==> src/rtl/core/pal_pkg.sv <==
// Shared types and constants of the positional array list.
package pal_pkg;

  localparam int unsigned ValueW  = 32;
  localparam int unsigned PosW    = 8;
  localparam int unsigned MovesW  = 7;
  localparam int unsigned CountW  = 8;
  localparam int unsigned GroupSz = 16;

  typedef enum logic [0:0] {
    KIND_INSERT = 1'b0,
    KIND_DELETE = 1'b1
  } kind_e;

  typedef enum logic [1:0] {
    ST_OK     = 2'd0,
    ST_FULL   = 2'd1,
    ST_BADPOS = 2'd2,
    ST_EMPTY  = 2'd3
  } status_e;

  typedef struct packed {
    logic                     ins_ok;
    logic                     del_ok;
    logic [PosW-1:0]          pos;
    logic signed [ValueW-1:0] value;
  } cell_cmd_t;

endpackage

==> src/rtl/core/pal_cell.sv <==
// One list entry: holds, loads, or shifts from a neighbor; taps its value at the delete point.
module pal_cell #(
  parameter int unsigned Idx = 0
) (
  input  logic                              clk_i,
  input  pal_pkg::cell_cmd_t                cmd_i,
  input  logic signed [pal_pkg::ValueW-1:0] left_i,
  input  logic signed [pal_pkg::ValueW-1:0] right_i,
  output logic signed [pal_pkg::ValueW-1:0] data_o,
  output logic signed [pal_pkg::ValueW-1:0] tap_o
);
  import pal_pkg::*;

  localparam int unsigned IdxBits = (Idx > 0) ? $clog2(Idx + 1) : 1;
  localparam int unsigned CmpW    = (IdxBits > PosW) ? IdxBits : PosW;
  localparam logic [CmpW-1:0] IdxV = CmpW'(Idx);

  logic signed [ValueW-1:0] data_q, data_d;
  logic [CmpW-1:0]          pos_x;
  logic                     at_pos, above_pos;

  assign pos_x     = CmpW'(cmd_i.pos);
  assign at_pos    = (pos_x == IdxV);
  assign above_pos = (IdxV > pos_x);

  always_comb begin
    data_d = data_q;
    if (cmd_i.ins_ok) begin
      if (at_pos) begin
        data_d = cmd_i.value;
      end else if (above_pos) begin
        data_d = left_i;
      end
    end else if (cmd_i.del_ok) begin
      if (at_pos || above_pos) begin
        data_d = right_i;
      end
    end
  end

  always_ff @(posedge clk_i) begin
    data_q <= data_d;
  end

  assign data_o = data_q;
  assign tap_o  = (cmd_i.del_ok && at_pos) ? data_q : '0;

endmodule

==> config.mk <==
export PLATFORM = sky130hd
export DESIGN_NAME = pal_cell
export DESIGN_NICKNAME = d
export VERILOG_FILES = /design/src/rtl/core/pal_pkg.sv /design/src/rtl/core/pal_cell.sv
export SDC_FILE = /design/constraint.sdc
export NUM_CORES = 1
export LEC_CHECK = 0
export BUFFER_PORTS_ARGS = -buffer_cell sky130_fd_sc_hd__buf_2
export CORE_ASPECT_RATIO = 2
export CORE_MARGIN = 2
export CORE_UTILIZATION = 39
export CTS_BUF_LIST = sky130_fd_sc_hd__clkbuf_16
export CTS_CLUSTER_DIAMETER = 120
export CTS_CLUSTER_SIZE = 25
export DETAILED_ROUTE_END_ITERATION = 7
export GPL_ROUTABILITY_DRIVEN = 0
export MAX_ROUTING_LAYER = met4
export PLACE_DENSITY_LB_ADDON = 0.08
export SYNTH_ARGS = -nofsm -noshare
export SYNTH_HDL_FRONTEND = slang
export SYNTH_SLANG_ARGS = --single-unit
==> constraint.sdc <==
create_clock -name clk_i -period 2.25 [get_ports clk_i]
set_input_delay 0 -clock clk_i [delete_from_list [all_inputs] [get_ports clk_i]]
set_output_delay 0 -clock clk_i [all_outputs]
set_load 0.1 [all_outputs]
==> flow_summary.json <==
{
  "wire_per_inst_um": 14.8,
  "port_buffers": 170,
  "grt_pass1_vias": 2256,
  "p_sw_share_pct": 21.6,
  "register_area_um2": 961,
  "final_util_pct": 59.7,
  "pwr-share-clk_pct": 40.2,
  "fin_ws_ns": 0.567,
  "viasPerCell": 5.43,
  "antenna_found_initial": 0,
  "path_max_fanout": 33,
  "finalCritPeriodShare_pct": 74.8,
  "first_pass_iters": 4,
  "drive_gt1_share_pct": 49.0,
  "min_period_ns": 1.68,
  "p_int_mw": 1.16,
  "synth_commonest_cells": "a31oi_1, and3_1, edfxtp_1, nand3_1, nor2_1",
  "largest_reg_flops": 32,
  "yosys_warnings": 0,
  "cts_made_buffers": 5,
  "synth-seq-cells": 32,
  "drv_cap": 0,
  "slowest_stage": "or4_4",
  "fillCellCount": 525,
  "start_util_pct": 39.7,
  "final.setup.tns_ns": 0,
  "drt-total-wl_um": 6490,
  "hpwl_um": 4820,
  "ir_drop_uv": 435,
  "cts_htree_levels": 2,
  "drv_slew": 0,
  "synth_cell_types": 15,
  "start_kind": "input port",
  "synth_area_leaders": "edfxtp_1, a31oi_1, and3_1",
  "p_sw_mw": 0.321,
  "vias": 2390,
  "multi_input_area_um2": 933,
  "synth-simple-area-share_pct": 27.1,
  "grt_pass1_wl_um": 9850,
  "crit_path_cell_trace": "buf_2 > or4_4 > nor2_8 > and3_1 > buf_2",
  "gr-total-overflow": 0,
  "cts_hold_buf": 0,
  "syn_area_per_cell_um2": 9.07,
  "rows": 37,
  "syn_nets": 330,
  "pre_cts_ws_ns": 0.442,
  "fin_nets": 489,
  "cellLeakagePower_nw": 1.50,
  "required_ns": 2.25,
  "clock_path_buffers": 2,
  "synth_top_family_by_area": "simple AND/OR/NAND/NOR gates",
  "drt_iter0_drc": 65,
  "combPwrFrac_pct": 15.0,
  "muxShareOfSynthArea_pct": 0,
  "grt_start_max_net_pins": 34,
  "area_delta_synth_final_pct": 50.3,
  "tightest_slew_ns": 0.592,
  "cts.sinks": 32,
  "cts_tree": "done",
  "synth_top_area_cell": "edfxtp_1",
  "rsz0062_at_grt": "false",
  "postRouteAntennaNets": 0,
  "ctsResizeCount": 0,
  "ys.flop_type": "edfxtp_1",
  "synth_top_area_share_pct": 47.5,
  "yosys.area_share.adder_pct": 0,
  "core_area_mm2": 0.00509,
  "worstPathArrival_ns": 1.68,
  "synth_enable_flop_cells": 32,
  "hold_class": "input port to register",
  "io_pins": 171,
  "die_w_um": 54.9,
  "max_stage_delay_ns": 0.58,
  "synth_area_mm2": 0.00202,
  "fmax_ghz": 0.594,
  "die_area_mm2": 0.00581,
  "clkTransAtPathRegs_ns": 0.05,
  "slew_headroom_pct": 60.2,
  "final-hold-violation-count": 0,
  "grt_usage_pct": 23.2,
  "synth-compound-area-share_pct": 18.2,
  "synth_cells": 223,
  "synth_xor_area_share_pct": 0,
  "status": "finished, final reports clean",
  "crit_top_cell": "buf_2",
  "root_buffer": "clkbuf_16",
  "end_kind": "output pin",
  "die_height_um": 106,
  "async_reset_ff_share_pct": 0,
  "drc": 0,
  "setup_viol": 0,
  "num_antenna_cells": 0,
  "power_frac_seq_pct": 44.8,
  "cts_setup_buffers": 0,
  "critical_path_class": "input port to output pin",
  "ys_seq_area_share_pct": 47.5,
  "power_density_mw_per_mm2": 488
}
routing by layer:
layer / up-vias / routed length, µm / global-route usage, %
met4: 0 / 176 / 9.23
met3: 12 / 556 / 4.39
met2: 133 / 3530 / 40.5
met1: 1080 / 2230 / 24.0
met5: - / 0 / -
li1: 1165 / - / -
critical path: cells and delay by family:
family                 cells  cell delay [ns]
and+or+nand+nor            3             1.13
buffers and inverters      2             0.55
layout make-up:
class / instances / area share [%]
Timing Repair Buffer: 177 / 30.9
Multi-Input combinational cell: 166 / 30.7
Tap cell: 58 / 2.39
Clock buffer: 5 / 4.12
Clock inverter: 2 / 0.247
Sequential cell: 32 / 31.6
final timing paths:
path                                  end        from  cells after the start  slack (ns)
worst max-delay path            tap_o[25]   cmd_i[39]                      5        0.57
worst min-delay path  data_o[5]$_DFFE_PP_  right_i[5]                      3        0.08
layout by cell type, fill, tap and decap left out, drive strengths merged:
cell type,count
buf,177
nor2,33
nand3,32
a31oi,32
and3,32
edfxtp,32
o21ai,32
clkbuf,5
nor4,2
or4,2
clkinv,2
o21a,1
logic make-up (layout without fill, tap and decap cells):
| logic type | after synthesis | count (layout) |
|---|---|---|
| AOI/OAI and AO/OA | 65 | 65 |
| buffers and inverters | 25 | 184 |
| DFF | 32 | 32 |
| and+or+nand+nor | 101 | 101 |
power groups by stage:
stage | registers [mW] | logic (mW) | clock network, mW
6_report | 0.665 | 0.223 | 0.596
3_5_place_dp | 0.676 | 0.224 | 0
4_1_cts | 0.665 | 0.225 | 0.609
2_1_floorplan | 0.688 | 0.0938 | 0
3_3_place_gp | 0.676 | 0.220 | 0
5_1_grt | 0.664 | 0.248 | 0.636
stage by stage:
step / area (µm²) / total power [mW] / hold WS, ns / cells
global placement: 2910 / 0.896 / 0.334 / 433
finish: 3040 / 1.48 / 0.0769 / 440
global route: 3040 / 1.55 / 0.0769 / 440
detailed placement: 2910 / 0.900 / 0.343 / 433
CTS: 3040 / 1.50 / 0.0713 / 440
floorplan: 2020 / 0.782 / 0.249 / 223
Note: power is estimated with default switching activity, not from simulation.
